[config.mk]
export PLATFORM = sky130hd
export DESIGN_NAME = keypad_click_autorepeat_core
export DESIGN_NICKNAME = d
export VERILOG_FILES = /design/src/sv/kca_pkg.sv /design/src/sv/kca_in_stage.sv /design/src/sv/kca_core.sv /design/src/sv/kca_out_stage.sv /design/src/sv/keypad_click_autorepeat_core.sv
export SDC_FILE = /design/constraint.sdc
export NUM_CORES = 1
export LEC_CHECK = 0
export BUFFER_PORTS_ARGS = -buffer_cell sky130_fd_sc_hd__buf_4
export CORE_MARGIN = 2
export CORE_UTILIZATION = 28
export CTS_CLUSTER_SIZE = 14
export DETAILED_ROUTE_END_ITERATION = 10
export HOLD_SLACK_MARGIN = 0.03
export PLACE_DENSITY_LB_ADDON = 0.1
export SLEW_MARGIN = 20
export SYNTH_ARGS = -nofsm -noshare
export SYNTH_HDL_FRONTEND = slang
export SYNTH_SLANG_ARGS = --single-unit
[constraint.sdc]
create_clock -name clk -period 6.8 [get_ports clk]
set_clock_uncertainty 0.05 [all_clocks]
set_input_delay 1.02 -clock clk [delete_from_list [all_inputs] [get_ports clk]]
set_output_delay 1.02 -clock clk [all_outputs]
set_load 0.02 [all_outputs]
[src/sv/kca_pkg.sv]
// ----------------------------------------------------------------------------
// kca_pkg
// Shared types, constants and helpers for the keypad click/autorepeat core.
// ----------------------------------------------------------------------------
package kca_pkg;

  localparam int KEY_COUNT = 12;
  localparam int KEY_BITS  = 16;
  localparam int TIME_BITS = 32;
  localparam int TABLE_LEN = 12;
  localparam int WALK_LEN  = (KEY_COUNT < TABLE_LEN) ? KEY_COUNT : TABLE_LEN;
  localparam int CODE_BITS = 4;
  localparam int DELAY_BITS = 16;
  localparam int CFG_IDX_BITS = 1;

  typedef enum logic [CFG_IDX_BITS-1:0] {
    CFG_FIRST_DELAY  = 1'b0,
    CFG_REPEAT_DELAY = 1'b1
  } cfg_reg_t;

  typedef enum logic {
    OP_POLL  = 1'b0,
    OP_CLEAR = 1'b1
  } opcode_t;

  // Key masks in priority order; key code k is entry k-1.
  localparam logic [31:0] KEY_MASKS [TABLE_LEN] = '{
    32'h0000_0020, 32'h0000_0040, 32'h0000_0080, 32'h0000_0100,
    32'h0000_0200, 32'h0000_0006, 32'h0000_0002, 32'h0000_0008,
    32'h0000_0010, 32'h0000_0400, 32'h0000_0800, 32'h0000_2000
  };

  typedef struct packed {
    opcode_t              opcode;
    logic [KEY_BITS-1:0]  key_word;
    logic [TIME_BITS-1:0] now_ms;
  } kca_item_t;

  typedef struct packed {
    logic [CODE_BITS-1:0] event_key;
    logic [CODE_BITS-1:0] clicked_key;
    logic [CODE_BITS-1:0] pressed_key;
  } kca_result_t;

  // One bit per walked key: all of its mask bits are low in the word.
  function automatic logic [WALK_LEN-1:0] keys_down(input logic [KEY_BITS-1:0] word);
    logic [WALK_LEN-1:0] down;
    down = '0;
    for (int i = 0; i < WALK_LEN; i++) begin
      down[i] = ((word & KEY_MASKS[i][KEY_BITS-1:0]) == '0);
    end
    return down;
  endfunction

  // Code of the lowest set bit, 0 when none is set.
  function automatic logic [CODE_BITS-1:0] first_code(input logic [WALK_LEN-1:0] vec);
    logic [CODE_BITS-1:0] code;
    code = '0;
    for (int i = WALK_LEN - 1; i >= 0; i--) begin
      if (vec[i]) begin
        code = CODE_BITS'(i + 1);
      end
    end
    return code;
  endfunction

endpackage

[src/sv/kca_in_stage.sv]
// ----------------------------------------------------------------------------
// kca_in_stage
// Input register: holds one item until the core moves it into the result.
// ----------------------------------------------------------------------------
module kca_in_stage (
  input  logic               clk,
  input  logic               rst_n,
  input  logic               in_valid,
  output logic               in_stall,
  input  kca_pkg::kca_item_t in_item,
  input  logic               take,
  output logic               item_valid,
  output kca_pkg::kca_item_t item
);
  import kca_pkg::*;

  logic      valid_r, valid_nxt;
  kca_item_t item_r;
  logic      load;

  // The register may refill in the same cycle it hands its item on.
  assign in_stall  = valid_r && !take;
  assign load      = in_valid && !in_stall;
  assign valid_nxt = load || (valid_r && !take);

  always_ff @(posedge clk) begin
    if (!rst_n) begin
      valid_r <= 1'b0;
    end else begin
      valid_r <= valid_nxt;
    end
  end

  always_ff @(posedge clk) begin
    if (load) begin
      item_r <= in_item;
    end
  end

  assign item_valid = valid_r;
  assign item       = item_r;

endmodule

[src/sv/kca_core.sv]
// ----------------------------------------------------------------------------
// kca_core
// Key state, delay registers, priority encode and autorepeat timing.
// ----------------------------------------------------------------------------
module kca_core (
  input  logic                                clk,
  input  logic                                rst_n,
  input  logic                                cfg_we,
  input  logic [kca_pkg::CFG_IDX_BITS-1:0]    cfg_index,
  input  logic [kca_pkg::DELAY_BITS-1:0]      cfg_wdata,
  input  logic                                fire,
  input  kca_pkg::kca_item_t                  item,
  output kca_pkg::kca_result_t                res
);
  import kca_pkg::*;

  logic [DELAY_BITS-1:0] first_delay_r, repeat_delay_r;
  logic [KEY_BITS-1:0]   cur_keys_r, cur_keys_nxt;
  logic [KEY_BITS-1:0]   prev_keys_r, prev_keys_nxt;
  logic [CODE_BITS-1:0]  repeat_key_r, repeat_key_nxt;
  logic                  repeating_r, repeating_nxt;
  logic [TIME_BITS-1:0]  last_event_r, last_event_nxt;

  logic [WALK_LEN-1:0]   down_cur, down_prev;
  logic [CODE_BITS-1:0]  clicked, event_key;
  logic                  held;
  logic [TIME_BITS-1:0]  diff, delay;
  logic                  due;

  always_ff @(posedge clk) begin
    if (!rst_n) begin
      first_delay_r  <= DELAY_BITS'(500);
      repeat_delay_r <= DELAY_BITS'(175);
    end else if (cfg_we) begin
      unique case (cfg_reg_t'(cfg_index))
        CFG_FIRST_DELAY:  first_delay_r  <= cfg_wdata;
        CFG_REPEAT_DELAY: repeat_delay_r <= cfg_wdata;
        default: ;
      endcase
    end
  end

  // A poll shifts the new word in; a clear looks at the stored words.
  always_comb begin
    if (item.opcode == OP_POLL) begin
      cur_keys_nxt  = item.key_word;
      prev_keys_nxt = cur_keys_r;
    end else begin
      cur_keys_nxt  = cur_keys_r;
      prev_keys_nxt = prev_keys_r;
    end
  end

  assign down_cur  = keys_down(cur_keys_nxt);
  assign down_prev = keys_down(prev_keys_nxt);
  assign clicked   = first_code(down_cur & ~down_prev);

  always_comb begin
    held = 1'b0;
    for (int i = 0; i < WALK_LEN; i++) begin
      if (repeat_key_r == CODE_BITS'(i + 1) && down_cur[i]) begin
        held = 1'b1;
      end
    end
  end

  // Wrap-around elapsed time; a negative difference never fires.
  assign diff  = item.now_ms - last_event_r;
  assign delay = repeating_r ? TIME_BITS'(repeat_delay_r) : TIME_BITS'(first_delay_r);
  assign due   = !diff[TIME_BITS-1] && (diff > delay);

  always_comb begin
    event_key      = '0;
    repeat_key_nxt = repeat_key_r;
    repeating_nxt  = repeating_r;
    last_event_nxt = last_event_r;
    if (item.opcode == OP_CLEAR) begin
      repeat_key_nxt = '0;
    end else if (clicked != '0) begin
      repeat_key_nxt = clicked;
      repeating_nxt  = 1'b0;
      last_event_nxt = item.now_ms;
      event_key      = clicked;
    end else if (held) begin
      if (due) begin
        repeating_nxt  = 1'b1;
        last_event_nxt = item.now_ms;
        event_key      = repeat_key_r;
      end
    end else begin
      repeat_key_nxt = '0;
    end
  end

  assign res.event_key   = event_key;
  assign res.clicked_key = clicked;
  assign res.pressed_key = first_code(down_cur);

  always_ff @(posedge clk) begin
    if (!rst_n) begin
      cur_keys_r   <= '0;
      prev_keys_r  <= '0;
      repeat_key_r <= '0;
      repeating_r  <= 1'b0;
      last_event_r <= '0;
    end else if (fire) begin
      cur_keys_r   <= cur_keys_nxt;
      prev_keys_r  <= prev_keys_nxt;
      repeat_key_r <= repeat_key_nxt;
      repeating_r  <= repeating_nxt;
      last_event_r <= last_event_nxt;
    end
  end

`ifndef NO_ASSERTIONS
  a_clear_forgets: assert property (@(posedge clk) disable iff (!rst_n)
    fire && item.opcode == OP_CLEAR |=> repeat_key_r == '0)
    else $error("repeat key survived a clear");

  a_event_source: assert property (@(posedge clk) disable iff (!rst_n)
    fire && res.event_key != '0 |->
      (res.event_key == res.clicked_key || res.event_key == repeat_key_r))
    else $error("event key is neither the click nor the held key");

  a_event_stamps: assert property (@(posedge clk) disable iff (!rst_n)
    fire && res.event_key != '0 |=> last_event_r == $past(item.now_ms))
    else $error("event time not recorded");

  a_click_rearms: assert property (@(posedge clk) disable iff (!rst_n)
    fire && item.opcode == OP_POLL && res.clicked_key != '0 |=>
      !repeating_r && repeat_key_r == $past(res.clicked_key))
    else $error("click did not restart the repeat timing");
`endif

endmodule

[src/sv/kca_out_stage.sv]
// ----------------------------------------------------------------------------
// kca_out_stage
// Result register: holds one result item until the receiver takes it.
// ----------------------------------------------------------------------------
module kca_out_stage (
  input  logic                 clk,
  input  logic                 rst_n,
  input  logic                 item_valid,
  input  kca_pkg::kca_result_t res,
  output logic                 fire,
  output logic                 out_valid,
  input  logic                 out_stall,
  output kca_pkg::kca_result_t out_res
);
  import kca_pkg::*;

  logic        valid_r, valid_nxt;
  kca_result_t res_r;
  logic        room;

  assign room      = !valid_r || !out_stall;
  assign fire      = item_valid && room;
  assign valid_nxt = fire || (valid_r && out_stall);

  always_ff @(posedge clk) begin
    if (!rst_n) begin
      valid_r <= 1'b0;
    end else begin
      valid_r <= valid_nxt;
    end
  end

  always_ff @(posedge clk) begin
    if (fire) begin
      res_r <= res;
    end
  end

  assign out_valid = valid_r;
  assign out_res   = res_r;

endmodule

[src/sv/keypad_click_autorepeat_core.sv]
// ----------------------------------------------------------------------------
// keypad_click_autorepeat_core
// Priority key encoder with click detect and timed autorepeat.
//
//   port group   direction  handshake
//   in_*         input      in_valid / in_stall
//   out_*        output     out_valid / out_stall
//   cfg_*        input      cfg_we, write only
//
// One item per cycle while out_stall is low; a taken item passes first through
// the input register and then through the result register.
// The encode and the elapsed-time compare sit between those two registers.
// A stalled result register holds the input register, which then stalls.
// Reset is synchronous and restores the delays to 500 and 175 ms.
// ----------------------------------------------------------------------------
module keypad_click_autorepeat_core (
  input  logic                               clk,
  input  logic                               rst_n,
  input  logic                               cfg_we,
  input  logic [kca_pkg::CFG_IDX_BITS-1:0]   cfg_index,
  input  logic [kca_pkg::DELAY_BITS-1:0]     cfg_wdata,
  input  logic                               in_valid,
  output logic                               in_stall,
  input  logic                               in_opcode,
  input  logic [kca_pkg::KEY_BITS-1:0]       in_key_word,
  input  logic [kca_pkg::TIME_BITS-1:0]      in_now_ms,
  output logic                               out_valid,
  input  logic                               out_stall,
  output logic [kca_pkg::CODE_BITS-1:0]      out_event_key,
  output logic [kca_pkg::CODE_BITS-1:0]      out_clicked_key,
  output logic [kca_pkg::CODE_BITS-1:0]      out_pressed_key
);
  import kca_pkg::*;

  kca_item_t   in_item, item;
  kca_result_t res, out_res;
  logic        item_valid, fire;

  assign in_item.opcode   = opcode_t'(in_opcode);
  assign in_item.key_word = in_key_word;
  assign in_item.now_ms   = in_now_ms;

  kca_in_stage u_in (
    .clk        (clk),
    .rst_n      (rst_n),
    .in_valid   (in_valid),
    .in_stall   (in_stall),
    .in_item    (in_item),
    .take       (fire),
    .item_valid (item_valid),
    .item       (item)
  );

  kca_core u_core (
    .clk       (clk),
    .rst_n     (rst_n),
    .cfg_we    (cfg_we),
    .cfg_index (cfg_index),
    .cfg_wdata (cfg_wdata),
    .fire      (fire),
    .item      (item),
    .res       (res)
  );

  kca_out_stage u_out (
    .clk        (clk),
    .rst_n      (rst_n),
    .item_valid (item_valid),
    .res        (res),
    .fire       (fire),
    .out_valid  (out_valid),
    .out_stall  (out_stall),
    .out_res    (out_res)
  );

  assign out_event_key   = out_res.event_key;
  assign out_clicked_key = out_res.clicked_key;
  assign out_pressed_key = out_res.pressed_key;

endmodule
; Word-level counts from Yosys, hierarchy flattened
; Cells that the tools add are included.
[op_classes]
order_cmp = 1
bitwise = 4
add_sub_neg = 1
n_eq_ne = 13
muxes = 50
reduce_logical = 59
[op_table]
columns = cell, count
row1 = zero test 16 bit, 24
row2 = two-way mux 32 bit, 3
row3 = two-way mux 4 bit, 23
row4 = > comparator 32 bit, 1
row5 = subtractor 32 bit, 1
row6 = two-way mux 14 bit, 2
row7 = "== test 4 bit, second input constant", 5
row8 = logical AND 1 bit, 17
row9 = "== test 4 x 3 -> 1 bit, second input constant", 4
row10 = two-way mux 16 bit, 1
row11 = two-way mux 1 bit, 15
row12 = AND 12 bit, 1
row13 = two-way mux 3 bit, 4
row14 = NOT 12 bit, 1
row15 = "== test 4 x 2 -> 1 bit, second input constant", 2
row16 = AND reduction 2 bit, 4
row17 = OR reduction 7 bit, 1
row18 = zero test 1 bit, 5
row19 = "== test 4 x 1 -> 1 bit, second input constant", 1
row20 = two-way mux 2 bit, 2
row21 = AND reduction 4 bit, 1
row22 = nonzero test 2 bit, 2
row23 = nonzero test 4 bit, 1
row24 = logical OR 1 bit, 3
row25 = other kinds (3), 4
[word_totals]
out_inout_bits = 14
input_bits = 71
reg_bits = 158

; Longest topological paths before layout
[depth]
depth_word = 19
ltp_mapped = 22

; Modules after synthesis
; A second synthesis with hierarchy kept.
[unflattened]
hier_cells = 996
hier_area_um2 = 9011.1
[modules_own_cells]
columns = mod, seq_area_each_um2, area_per_inst_um2, instances, cells_per_inst
row1 = kca_core, 1861.8, 7093.1, 1, 927
row2 = kca_in_stage, 1491.4, 1519.0, 1, 53
row3 = kca_out_stage, 380.4, 399.1, 1, 16

; Worst setup path after synthesis
; Ideal clock, no wire load.
[synth_path]
kind = reg2reg
start = register u_in.item_r, in the netlist u_in.item[0]
end = register u_core.last_event_r[10]
setup_time_ns = 0.072
path_buffers = 1
arrival_ns = 4.480
path_slack_ns = 2.198
stages_incl_launch_ff = 23
synth_period_minus_slack_ns = 4.602
t_required_ns = 6.678
path_cell_list = edfxtp_1 -> inv_1 -> ha_1 -> fa_1 -> nand2b_1 -> a21oi_2 -> o21ai_2 -> a21boi_1 -> nor2_1 -> xnor2_1 -> ha_1 -> nand4_1 -> nor2_1 -> a221o_1 -> o31a_1 -> nor4_1 -> nand4_1 -> nor4b_1 -> o2111a_1 -> nand3_2 -> a22oi_4 -> buf_12 -> mux2i_1
[synth_between]
elab_chain_cells = 5
[synth_rtl]
columns = item, line
row1 = "start, declared", kca_in_stage.sv:18  ; kca_item_t item_r;
row2 = "start signal, assigned", kca_in_stage.sv:36  ; item_r <= in_item;
row3 = subtractor 32 bit *, kca_core.sv:68  ; assign diff = item.now_ms - last_event_r;
row4 = > comparator 32 bit or zero test 1 bit (tied branches), kca_core.sv:70  ; assign due = !diff[TIME_BITS-1] && (diff > delay);
row5 = logical AND 1 bit *, kca_core.sv:70
row6 = nonzero test 2 bit (no source line) *, --
row7 = AND reduction 4 bit (no source line) *, --
row8 = "end signal, assigned", kca_core.sv:111  ; last_event_r <= last_event_nxt;
row9 = "end, declared", kca_core.sv:22  ; logic [TIME_BITS-1:0] last_event_r, last_event_nxt;
; Mark *: on every way between the ends. The rest lies on a longest branch, timed or not.
; A chain may end at the register's enable or synchronous reset.

; Worst setup path in the final report
[layout_path]
start = register u_in.item_r, in the netlist u_in.item[0]
end = register u_core.last_event_r[1]
; Same word-level chain as after synthesis.

==> metrics.cfg <==
[run_status]
outcome = finished, final reports clean

[worst_setup_path]
critical_path_class = reg2reg
required_ns = 7.10
endpoint_kind = flip-flop
start_kind = flip-flop
r2r_cells = 22
crit_path_start = u_in.item[0]
worstReg2RegStart = u_in.item[0]
crit_fanout = 32
critPathSlowestCell = buf_4
r2r_end = u_core.last_event_r[1]
crit_path_max_incr_delay_ns = 0.48
path_cells = inv_1, ha_1, fa_1, nand2b_1, a21oi_2, o21ai_2, a21boi_1, nor2_1, xnor2_1, ha_1, nand4_1, nor2_1, a221o_1, o31a_1, nor4_1, nand4_1, nor4b_1, o2111a_1, nand3_2, a22oi_4, buf_4, mux2i_1
worstPathArrival_ns = 5.87
crit_end = u_core.last_event_r[1]
rrSetupSlack_ns = 1.23

[finish]
layout_commonest_cell = nand2_1
nNetsFinal = 1147
drive_gt1_share_pct = 13.9
area_growth_pct = 17.6
antenna_cells = 0
fill_cells = 3135
layout_common_cells = nand2_1 (217), dfxtp_1 (95), buf_4 (88), a21oi_1 (87), nor2_1 (63)

[place]
finalWeightedCongestion = 0.769
hpwl_mm = 15.5
port_buffers = 80

[sta]
timing.final.setup_violations = 0
fin_crit_ns = 5.57
relSlewSlack_pct = 29.4
fmax_ghz = 0.180
worstMarginPinSlew_ns = 1.06
fin_crit_sh_pct = 81.9
fin_setup_tns_ns = 0
timing.hold.ws_ns = 0.405
rsz0062_at_grt = false
hold_violations = 0
maxSlewViolCount = 0

[power]
total_leakage_power_nw = 4.03
vdd_drop_max_v = 0.000177
p_per_area_nw_per_um2 = 235

[synth]
ys_seq_area_share_pct = 42.3
synth.avg_cell_area_um2 = 8.81
synth_top_family_by_area = simple AND/OR/NAND/NOR gates
synth_compound_area_share_pct = 16.0
synthesis.nets = 1088
synth-adder-area-share_pct = 7.12
ys.flop_type = dfxtp_1
netlist_instances = 969
ys_warn_count = 0
muxShareOfSynthArea_pct = 7.90
syn_area_um2 = 8540
yosys.area_share.xor_xnor_pct = 2.26
synth-seq-cells = 152
synth-edff-count = 57
synth-simple-area-share_pct = 19.6
synth_cell_type_count = 74
async_reset_ff_share_pct = 0

[cts]
clk_latency_ns = 0.44
root_buffer = clkbuf_16
cts_setup_buffers = 0
tritoncts = built
cts_buffers = 17
cts.htree.levels = 4
clk_pin_slew_ns = 0.07
ctsResizeCount = 0
cts_num_sinks = 152
clock_path_buffers = 2
cts_hold_buffers = 0

[floorplan]
die-area_um2 = 31900
rows = 63
start_util_pct = 28.6
die_y_um = 179
pin_count = 85
design.core.area_um2 = 29900
die_x_um = 179

[grt]
grt_pass1_wl_mm = 36.2
grt_pass1_vias = 6893
antenna_found_initial = 0
grt_max_degree = 50
overflow = 0
grt_usage_pct = 14.5

[min_path]
min_from = u_core.prev_keys_r[3]
hold_path_class = reg2reg

[routing]
route.detailed.drc = 0
vias = 6853
ant_nets = 0
drt_iter0_drc = 332
finalWirelength_mm = 21.8
viasPerCell = 4.79
drtPass1Iterations = 4
wl_per_cell_um = 15.2

[job]
maxCapViolations = 0

-- critical path: cells and delay by family, from the launching register on --
family	cells	cell delay, ns
flip-flops	1	0.36
buffers and inverters	2	0.53
adder cells (fa/ha/maj)	3	0.91
AND/OR/NAND/NOR	8	1.49
XOR/XNOR	1	0.14
AO/OA/AOI/OAI	7	1.68
multiplexers	1	0.26
-- final cells by class --
class | count | area [um2] | area share (%)
Clock buffer | 18 | 439 | 4.37
Clock inverter | 14 | 140 | 1.39
Inverter | 46 | 173 | 1.72
Multi-Input combinational cell | 723 | 4530 | 45.1
Timing Repair Buffer | 88 | 661 | 6.58
Sequential cell | 152 | 3610 | 36.0
Tap cell | 390 | 488 | 4.86
-- synthesized netlist by cell type, types with 8 or more instances --
cell      count  area, um2
and2_1        8       50.1
o21ai_0      23        115
a21oi_1      87        435
a211oi_1      8       60.1
a21o_1       20        150
a31oi_1      11       68.8
edfxtp_1     57       1710
xnor2_1      15        131
clkbuf_1     39        146
inv_1        45        169
nor2_1       63        236
nand2_1     217        815
ha_1         47        588
nor2b_1       8       50.1
mux2i_1      55        551
nand3_1      26        130
nand4_1      13       81.3
dfxtp_1      95       1900
-- per-stage QoR --
| stage | power (mW) | instance area, um2 | cells | setup WS, ns | util [%] |
|---|---|---|---|---|---|
| floorplan | 1.32 | 8540 | 969 | 2.20 | - |
| global placement | 1.44 | 9470 | 1399 | 1.28 | 31.7 |
| detailed placement | 1.44 | 9470 | 1399 | 1.24 | 31.7 |
| CTS | 2.41 | 10000 | 1431 | 1.20 | 33.6 |
| global route | 2.50 | 10000 | 1431 | 0.751 | 33.6 |
| finish | 2.37 | 10000 | 1431 | 1.23 | 33.6 |
-- sequential cells by signal, summed over array words and instances (netlist names), 4 cells and up --
signal,flops
u_core.repeat_key_r,4
u_core.last_event_r,32
u_core.cur_keys_r,12
u_core.repeat_delay_r,16
u_core.first_delay_r,16
u_in.item,45
u_core.prev_keys_r,12
u_out.out_res,12
-- per-layer routing --
layer  up-vias  global-route usage, %  share of wire, %
met5         -                      0                 0
met4         0                   4.00               1.2
li1       3534                      -                 -
met2       100                   23.4                46
met1      3206                   19.9                50
met3        13                   2.76               3.6
-- cell families (layout without fill, tap and decap cells) --
group,after synthesis,after routing
AOI/OAI and AO/OA,211,211
muxes,62,62
buffers and inverters,94,166
and+or+nand+nor,380,380
xor gates and xnor gates,22,22
adders and majority gates,48,48
DFF,152,152
-- how the worst min path moves through the flow --
stage	end	slack, ns	cells past startpoint
floorplan	u_core.prev_keys_r[10]	0.38	2
global placement	u_core.prev_keys_r[10]	0.39	2
detailed placement	u_core.first_delay_r[11]	0.40	2
CTS	u_core.first_delay_r[11]	0.41	2
global route	u_core.prev_keys_r[7]	0.42	2
finish	u_core.prev_keys_r[3]	0.40	2
-- power breakdown --
part	switching, mW	internal, mW	leakage, nW
logic	0.229	0.165	2.42
clock network	0.431	0.523	0.280
registers	0.0287	0.990	1.33
Power figures use the tool's default switching activity.
